--- config.mk ---
export PLATFORM = sky130hd
export DESIGN_NAME = rpn_seq
export DESIGN_NICKNAME = d
export VERILOG_FILES = /design/src/rtl/rpn_pkg.sv /design/src/rtl/rpn_seq.sv
export SDC_FILE = /design/constraint.sdc
export NUM_CORES = 1
export LEC_CHECK = 0
export ABC_CLOCK_PERIOD_IN_PS = 2900
export BUFFER_PORTS_ARGS = -buffer_cell sky130_fd_sc_hd__buf_2
export CAP_MARGIN = 15
export CORE_MARGIN = 1.5
export CORE_UTILIZATION = 40
export DETAILED_ROUTE_END_ITERATION = 10
export GPL_TIMING_DRIVEN = 0
export SLEW_MARGIN = 10
export SYNTH_ARGS = -nofsm -noshare
export SYNTH_HDL_FRONTEND = slang
export SYNTH_SLANG_ARGS = --single-unit
export TNS_END_PERCENT = 30
--- constraint.sdc ---
create_clock -name clk_i -period 2.9 [get_ports clk_i]
set_input_delay 0.29 -clock clk_i [delete_from_list [all_inputs] [get_ports clk_i]]
set_output_delay 0.29 -clock clk_i [all_outputs]
set_load 0.02 [all_outputs]
--- src/rtl/rpn_pkg.sv ---
package rpn_pkg;

  localparam int unsigned DataW  = 32;
  localparam int unsigned DepthW = 8;
  localparam int unsigned ReqW   = 3;
  localparam int unsigned StW    = 3;
  localparam int unsigned UpcW   = 5;

  typedef enum logic [ReqW-1:0] {
    REQ_PUSH    = 3'd0,
    REQ_ADD     = 3'd1,
    REQ_SUB     = 3'd2,
    REQ_MUL     = 3'd3,
    REQ_DIV     = 3'd4,
    REQ_EOL     = 3'd5,
    REQ_INVALID = 3'd6
  } req_e;

  typedef enum logic [StW-1:0] {
    ST_OK      = 3'd0,
    ST_FULL    = 3'd1,
    ST_FEW     = 3'd2,
    ST_DIVZ    = 3'd3,
    ST_INVALID = 3'd4,
    ST_RESULT  = 3'd5,
    ST_MANY    = 3'd6,
    ST_EMPTY   = 3'd7
  } st_e;

  typedef enum logic [3:0] {
    UOP_NOP,
    UOP_LATCH,
    UOP_PUSH,
    UOP_READ_A,
    UOP_ADD,
    UOP_SUB,
    UOP_MUL_P,
    UOP_MUL_R,
    UOP_DIV_INIT,
    UOP_DIV_STEP,
    UOP_DIV_FIN,
    UOP_DIVZ,
    UOP_EMIT
  } uop_e;

  typedef enum logic [3:0] {
    C_NONE,
    C_ALWAYS,
    C_IN_ACC,
    C_OUT_FREE,
    C_FULL,
    C_FEW,
    C_BZERO,
    C_SP0,
    C_SP1,
    C_DIV_BUSY,
    C_DISPATCH,
    C_OPSEL
  } cond_e;

  typedef logic [UpcW-1:0] upc_t;

  localparam upc_t U_IDLE      = 5'd0;
  localparam upc_t U_DISP      = 5'd1;
  localparam upc_t U_PUSH_CHK  = 5'd2;
  localparam upc_t U_PUSH      = 5'd3;
  localparam upc_t U_OP_CHK    = 5'd4;
  localparam upc_t U_RD_A      = 5'd5;
  localparam upc_t U_ADD       = 5'd6;
  localparam upc_t U_SUB       = 5'd7;
  localparam upc_t U_MUL_P     = 5'd8;
  localparam upc_t U_MUL_R     = 5'd9;
  localparam upc_t U_DIV_CHK   = 5'd10;
  localparam upc_t U_DIV_INIT  = 5'd11;
  localparam upc_t U_DIV_STEP  = 5'd12;
  localparam upc_t U_DIV_FIN   = 5'd13;
  localparam upc_t U_DIVZ      = 5'd14;
  localparam upc_t U_EOL_CHK1  = 5'd15;
  localparam upc_t U_EOL_CHK0  = 5'd16;
  localparam upc_t U_E_MANY    = 5'd17;
  localparam upc_t U_E_OK      = 5'd18;
  localparam upc_t U_E_FULL    = 5'd19;
  localparam upc_t U_E_FEW     = 5'd20;
  localparam upc_t U_E_DIVZ    = 5'd21;
  localparam upc_t U_E_INV     = 5'd22;
  localparam upc_t U_E_RES     = 5'd23;
  localparam upc_t U_E_EMPTY   = 5'd24;

  typedef struct packed {
    uop_e  uop;
    cond_e cond;
    upc_t  target;
    logic  hold;
    st_e   status;
    logic  vsel_top;
    logic  clr_sp;
  } ctrl_t;

  typedef struct packed {
    logic [ReqW-1:0] req;
    logic            in_acc;
    logic            out_free;
    logic            full;
    logic            few;
    logic            bzero;
    logic            sp0;
    logic            sp1;
    logic            div_busy;
  } flags_t;

  function automatic ctrl_t cw(uop_e u, cond_e c, upc_t t, logic h);
    ctrl_t w;
    w.uop      = u;
    w.cond     = c;
    w.target   = t;
    w.hold     = h;
    w.status   = ST_OK;
    w.vsel_top = 1'b1;
    w.clr_sp   = 1'b0;
    return w;
  endfunction

  // result step: waits for a free output slot, then back to idle
  function automatic ctrl_t ew(st_e s, logic vtop, logic clr);
    ctrl_t w;
    w          = cw(UOP_EMIT, C_OUT_FREE, U_IDLE, 1'b1);
    w.status   = s;
    w.vsel_top = vtop;
    w.clr_sp   = clr;
    return w;
  endfunction

  function automatic ctrl_t ucode(upc_t pc);
    ctrl_t w;
    case (pc)
      U_IDLE:     w = cw(UOP_LATCH,    C_IN_ACC,   U_DISP,     1'b1);
      U_DISP:     w = cw(UOP_NOP,      C_DISPATCH, U_IDLE,     1'b0);
      U_PUSH_CHK: w = cw(UOP_NOP,      C_FULL,     U_E_FULL,   1'b0);
      U_PUSH:     w = cw(UOP_PUSH,     C_ALWAYS,   U_E_OK,     1'b0);
      U_OP_CHK:   w = cw(UOP_NOP,      C_FEW,      U_E_FEW,    1'b0);
      U_RD_A:     w = cw(UOP_READ_A,   C_OPSEL,    U_IDLE,     1'b0);
      U_ADD:      w = cw(UOP_ADD,      C_ALWAYS,   U_E_OK,     1'b0);
      U_SUB:      w = cw(UOP_SUB,      C_ALWAYS,   U_E_OK,     1'b0);
      U_MUL_P:    w = cw(UOP_MUL_P,    C_NONE,     U_IDLE,     1'b0);
      U_MUL_R:    w = cw(UOP_MUL_R,    C_ALWAYS,   U_E_OK,     1'b0);
      U_DIV_CHK:  w = cw(UOP_NOP,      C_BZERO,    U_DIVZ,     1'b0);
      U_DIV_INIT: w = cw(UOP_DIV_INIT, C_NONE,     U_IDLE,     1'b0);
      U_DIV_STEP: w = cw(UOP_DIV_STEP, C_DIV_BUSY, U_DIV_STEP, 1'b0);
      U_DIV_FIN:  w = cw(UOP_DIV_FIN,  C_ALWAYS,   U_E_OK,     1'b0);
      U_DIVZ:     w = cw(UOP_DIVZ,     C_ALWAYS,   U_E_DIVZ,   1'b0);
      U_EOL_CHK1: w = cw(UOP_NOP,      C_SP1,      U_E_RES,    1'b0);
      U_EOL_CHK0: w = cw(UOP_NOP,      C_SP0,      U_E_EMPTY,  1'b0);
      U_E_MANY:   w = ew(ST_MANY,    1'b0, 1'b1);
      U_E_OK:     w = ew(ST_OK,      1'b1, 1'b0);
      U_E_FULL:   w = ew(ST_FULL,    1'b1, 1'b0);
      U_E_FEW:    w = ew(ST_FEW,     1'b1, 1'b0);
      U_E_DIVZ:   w = ew(ST_DIVZ,    1'b1, 1'b0);
      U_E_INV:    w = ew(ST_INVALID, 1'b1, 1'b0);
      U_E_RES:    w = ew(ST_RESULT,  1'b1, 1'b1);
      U_E_EMPTY:  w = ew(ST_EMPTY,   1'b0, 1'b1);
      default:    w = cw(UOP_NOP,      C_ALWAYS,   U_IDLE,     1'b0);
    endcase
    return w;
  endfunction

  function automatic upc_t dispatch(logic [ReqW-1:0] req);
    upc_t t;
    case (req)
      REQ_PUSH:                         t = U_PUSH_CHK;
      REQ_ADD, REQ_SUB, REQ_MUL, REQ_DIV: t = U_OP_CHK;
      REQ_EOL:                          t = U_EOL_CHK1;
      default:                          t = U_E_INV;
    endcase
    return t;
  endfunction

  function automatic upc_t opsel(logic [ReqW-1:0] req);
    upc_t t;
    case (req)
      REQ_ADD: t = U_ADD;
      REQ_SUB: t = U_SUB;
      REQ_MUL: t = U_MUL_P;
      default: t = U_DIV_CHK;
    endcase
    return t;
  endfunction

  // sign/magnitude to saturated two's complement; big = magnitude above 32 bits
  function automatic logic [DataW-1:0] sat_mag(logic neg, logic big, logic [DataW-1:0] m);
    logic over;
    logic [DataW-1:0] r;
    over = big | m[DataW-1];
    if (neg) begin
      r = over ? {1'b1, {(DataW-1){1'b0}}} : (~m + 1'b1);
    end else begin
      r = over ? {1'b0, {(DataW-1){1'b1}}} : m;
    end
    return r;
  endfunction

  function automatic logic [DataW-1:0] sat_addsub(logic [DataW-1:0] a, logic [DataW-1:0] b,
                                                  logic sub);
    logic [DataW:0] bx;
    logic [DataW:0] s;
    logic [DataW-1:0] r;
    bx = {b[DataW-1], b};
    if (sub) begin
      bx = ~bx + 1'b1;
    end
    s = {a[DataW-1], a} + bx;
    if (s[DataW] != s[DataW-1]) begin
      r = s[DataW] ? {1'b1, {(DataW-1){1'b0}}} : {1'b0, {(DataW-1){1'b1}}};
    end else begin
      r = s[DataW-1:0];
    end
    return r;
  endfunction

endpackage

--- src/rtl/rpn_seq.sv ---
module rpn_seq (
  input  logic            clk_i,
  input  logic            rst_ni,
  input  rpn_pkg::flags_t flags_i,
  output rpn_pkg::ctrl_t  ctrl_o
);

  rpn_pkg::upc_t  upc_q, upc_d;
  rpn_pkg::ctrl_t ctrl;
  rpn_pkg::upc_t  tgt;
  logic           taken;

  always_comb begin
    ctrl = rpn_pkg::ucode(upc_q);
  end

  always_comb begin
    tgt   = ctrl.target;
    taken = 1'b0;
    case (ctrl.cond)
      rpn_pkg::C_NONE:     taken = 1'b0;
      rpn_pkg::C_ALWAYS:   taken = 1'b1;
      rpn_pkg::C_IN_ACC:   taken = flags_i.in_acc;
      rpn_pkg::C_OUT_FREE: taken = flags_i.out_free;
      rpn_pkg::C_FULL:     taken = flags_i.full;
      rpn_pkg::C_FEW:      taken = flags_i.few;
      rpn_pkg::C_BZERO:    taken = flags_i.bzero;
      rpn_pkg::C_SP0:      taken = flags_i.sp0;
      rpn_pkg::C_SP1:      taken = flags_i.sp1;
      rpn_pkg::C_DIV_BUSY: taken = flags_i.div_busy;
      rpn_pkg::C_DISPATCH: begin
        taken = 1'b1;
        tgt   = rpn_pkg::dispatch(flags_i.req);
      end
      rpn_pkg::C_OPSEL: begin
        taken = 1'b1;
        tgt   = rpn_pkg::opsel(flags_i.req);
      end
      default:             taken = 1'b0;
    endcase
    if (taken) begin
      upc_d = tgt;
    end else if (ctrl.hold) begin
      upc_d = upc_q;
    end else begin
      upc_d = upc_q + 1'b1;
    end
  end

  always_ff @(posedge clk_i or negedge rst_ni) begin
    if (!rst_ni) begin
      upc_q <= rpn_pkg::U_IDLE;
    end else begin
      upc_q <= upc_d;
    end
  end

  assign ctrl_o = ctrl;

endmodule

==> impl_metrics.csv <==
group,metric,value,unit
global_route,overflow,0,
drt,routedWlPerCell,14.2,um
sta,maxSlewViolCount,0,
yosys,ys_types,44,
yosys,synth_area_per_cell,7.35,um2
floorplanning,fp.coreArea,0.00273,mm2
power,pwr-share-clk,4.1,%
power,p_sw,1.11,mW
power,p_leak,0.677,nW
drt,drt_iter0_markers,29,
clock_tree,numClockSinks,5,
yosys,synth-async-reset-ratio,100,%
critical_path,cp-start-kind,"flop",
power,power_density,1450,mW/mm2
sta,worst_slew_pin_slew,527,ps
power,p_int,0.905,mW
drt,vias,1235,
global_route,grt_pass1_wl,5200,um
drt,drc_errors,0,
critical_path,slowest_stage,"dfrtp_1",
final_layout,largest_registers,"upc_q: 5 flops",
critical_path,crit_chain,"buf_2 -> inv_1 -> ha_1 -> nand2b_1 -> o211ai_1 -> buf_4 -> mux2_2 -> o311a_1 -> buf_6 -> mux2i_1",
critical_path,crit_family,"buffers and inverters",
floorplanning,initial_utilization,41.7,%
floorplanning,io_pins,32,
sta,tns,0,ps
clock_tree,clk-insertion-delay-late,250,ps
hold_path,hold_path_class,"in2async",
sta,max-slew-margin-rel,64.9,%
sta,max_freq,366,MHz
critical_path,cp.buffers_inverters,4,
final_layout,fin_nets,216,
yosys,ys_ff_latch,5,
place,placed_cell_area,0.00133,mm2
global_route,grt_pass1_vias,1156,
drt,ant_nets,0,
drt,post_drt_via_cell_ratio,5.51,
global_route,grt_max_degree,11,
critical_path,worstPathMaxFanout,10,
yosys,synth_ff_type,"dfrtp_1",
yosys,synth_cells,155,
power,swShare,55.2,%
clock_tree,cts_buffer_depth,2,
sta,min_period,2730,ps
final_layout,design_area,0.00139,mm2
sta,finClkSkew,1.39,ps
power,ir_worst_vdd,0.831,mV
final_layout,filler_cell_count,272,
run_status,status,"complete, no violations",
critical_path,critical_path_class,"reg2reg",
floorplanning,die_h,56.4,um
drt,firstDrtPassIters,4,
sta,rsz0062_at_grt,"false",
clock_tree,path_clk_slew,40,ps
power,finalPower,2.02,mW
yosys,synth_edf_count,0,
yosys,netlist_area,0.00114,mm2
critical_path,cp_slowest_stage_delay,430,ps
place,gp_congestion,0.947,
drt,routed_wl,3180,um
place,hpwl,2470,um
final_layout,regArea,125,um2
job,drv_cap,0,
floorplanning,die-area,0.00318,mm2
sta,hold_viol_final,0,
power,combPwrFrac,88.7,%
final_layout,largest_register_ffs,5,
yosys,yosys_warnings,0,
critical_path,endpoint_kind,"flop",
critical_path,cp.required,3060,ps
clock_tree,htreeDepth,1,
floorplanning,die_w,56.4,um
global_route,grtUsageTotal,20.3,%
clock_tree,cts_tree,"yes",
final_layout,syn_to_final_growth,22.0,%
final_layout,diodes,0,
clock_tree,numCtsBuffers,3,
sta,setup_violations,0,
final_layout,multiInputGateArea,902,um2
sta,fin_crit_sh,94.2,%
yosys,ys_seq_area_share,11.0,%
power,p_seq_share,7.2,%
final_layout,layout-drive-gt1-share,28.0,%
critical_path,arrival,2890,ps
global_route,antenna_found_initial,0,
clock_tree,clockRootBuffer,"clkbuf_4",
place,place.port_buffers,31,
floorplanning,rows,19,
final_layout,largest-register,"upc_q",
yosys,syn_nets,177,
-- kinds of logic after synthesis --
family	synth area share (%)
DFF	11.0
muxes	16.0
adders and majority gates	10.8
AOI/OAI and AO/OA	26.2
buffers and inverters	10.2
and+or+nand+nor	23.5
xor gates and xnor gates	2.31
-- timing repair --
item	4_1_cts	5_1_grt
setup endpoints to repair	0	5
endpoints found under the hold margin	5	0
gates resized for setup	0	3
hold buffers	1	0
buffers inserted	0	2
-- cells in the mapped netlist (2+ instances only) --
| library cell | instances | share of area, % |
|---|---|---|
| dfrtp_1 | 5 | 11 |
| a21o_1 | 2 | 1.3 |
| mux2_2 | 2 | 2.0 |
| o21ai_0 | 11 | 4.8 |
| nand2_1 | 9 | 3.0 |
| nand3b_1 | 3 | 2.0 |
| xor2_1 | 2 | 1.5 |
| buf_2 | 6 | 2.6 |
| nand3_1 | 3 | 1.3 |
| clkbuf_1 | 2 | 0.66 |
| nand2b_1 | 3 | 1.6 |
| nor2b_1 | 7 | 3.8 |
| mux2i_1 | 16 | 14 |
| a31oi_1 | 3 | 1.6 |
| clkinv_1 | 3 | 0.99 |
| nor2_1 | 14 | 4.6 |
| nor3_1 | 7 | 3.1 |
| a21oi_1 | 13 | 5.7 |
| o211ai_1 | 2 | 1.3 |
| inv_1 | 8 | 2.6 |
| ha_1 | 9 | 9.9 |
| buf_6 | 3 | 3.0 |
-- stage by stage --
step | hold WS (ps) | std cells | worst slack, ps | utilization (%)
floorplan | -5.59 | 155 | 326 | -
global placement | 108 | 217 | 129 | 48.8
detailed placement | 112 | 217 | 92.3 | 48.8
CTS | 380 | 222 | 63.3 | 50.1
global route | 384 | 224 | 27.9 | 50.8
finish | 385 | 224 | 168 | 50.8
-- worst register-to-register path, delay by kind of cell, from the launching register on --
| family | cells | cell delay, ps |
|---|---|---|
| multiplexers | 2 | 500 |
| flip-flops | 1 | 430 |
| adder cells (fa/ha/maj) | 1 | 290 |
| buffers and inverters | 4 | 730 |
| AND/OR/NAND/NOR | 1 | 210 |
| AO/OA/AOI/OAI | 2 | 490 |
-- area by class of cell --
class / count / share of cell area (%)
Multi-Input combinational cell: 127 / 64.9
Timing Repair Buffer: 34 / 13.0
Sequential cell: 5 / 9.00
Buffer: 12 / 5.49
Inverter: 11 / 2.97
Tap cell: 31 / 2.79
Clock buffer: 4 / 1.89
-- per-layer routing --
| metal | vias up | global-route usage, % | routed length, um |
|---|---|---|---|
| li1 | 637 | - | - |
| met3 | 4 | 2.76 | 160 |
| met4 | 0 | 4.76 | 32 |
| met5 | - | 0 | 0 |
| met1 | 558 | 28.2 | 1490 |
| met2 | 36 | 33.1 | 1500 |
-- power groups by stage --
stage	clock network (mW)	registers, mW	logic (mW)
detailed placement	0	0.145	1.74
CTS	0.0866	0.144	1.75
global route	0.0906	0.152	1.94
finish	0.0837	0.145	1.79
floorplan	0	0.134	1.34
global placement	0	0.145	1.72
-- path summary, 6_finish.rpt --
check	start	to	slack, ps	depth (start not counted)
setup / recovery	upc_q[1]$_DFFE_PN0P_	upc_q[0]$_DFFE_PN0P_	170	10
hold / removal	rst_ni	upc_q[3]$_DFFE_PN0P_	380	2
setup reg to reg	upc_q[1]$_DFFE_PN0P_	upc_q[0]$_DFFE_PN0P_	170	10
hold reg to reg	upc_q[0]$_DFFE_PN0P_	upc_q[0]$_DFFE_PN0P_	870	3
max in group asynchronous	rst_ni	upc_q[1]$_DFFE_PN0P_	2380	2
min in group clk_i	flags_i[9]	upc_q[3]$_DFFE_PN0P_	510	4
-- layout by cell type, fill, tap and decap left out, types with 3 or more instances in the layout --
cell,Yosys,routed
buf_2,6,37
mux2i_1,16,16
nor2_1,14,14
a21oi_1,13,12
o21ai_0,11,11
nand2_1,9,9
ha_1,9,9
inv_1,8,8
nor2b_1,7,7
nor3_1,7,7
dfrtp_1,5,5
nand2b_1,3,3
buf_6,3,3
clkbuf_1,2,3
nand3b_1,3,3
a31oi_1,3,3
nand3_1,3,3
clkbuf_4,0,3
(Power assumes the default switching activity.)
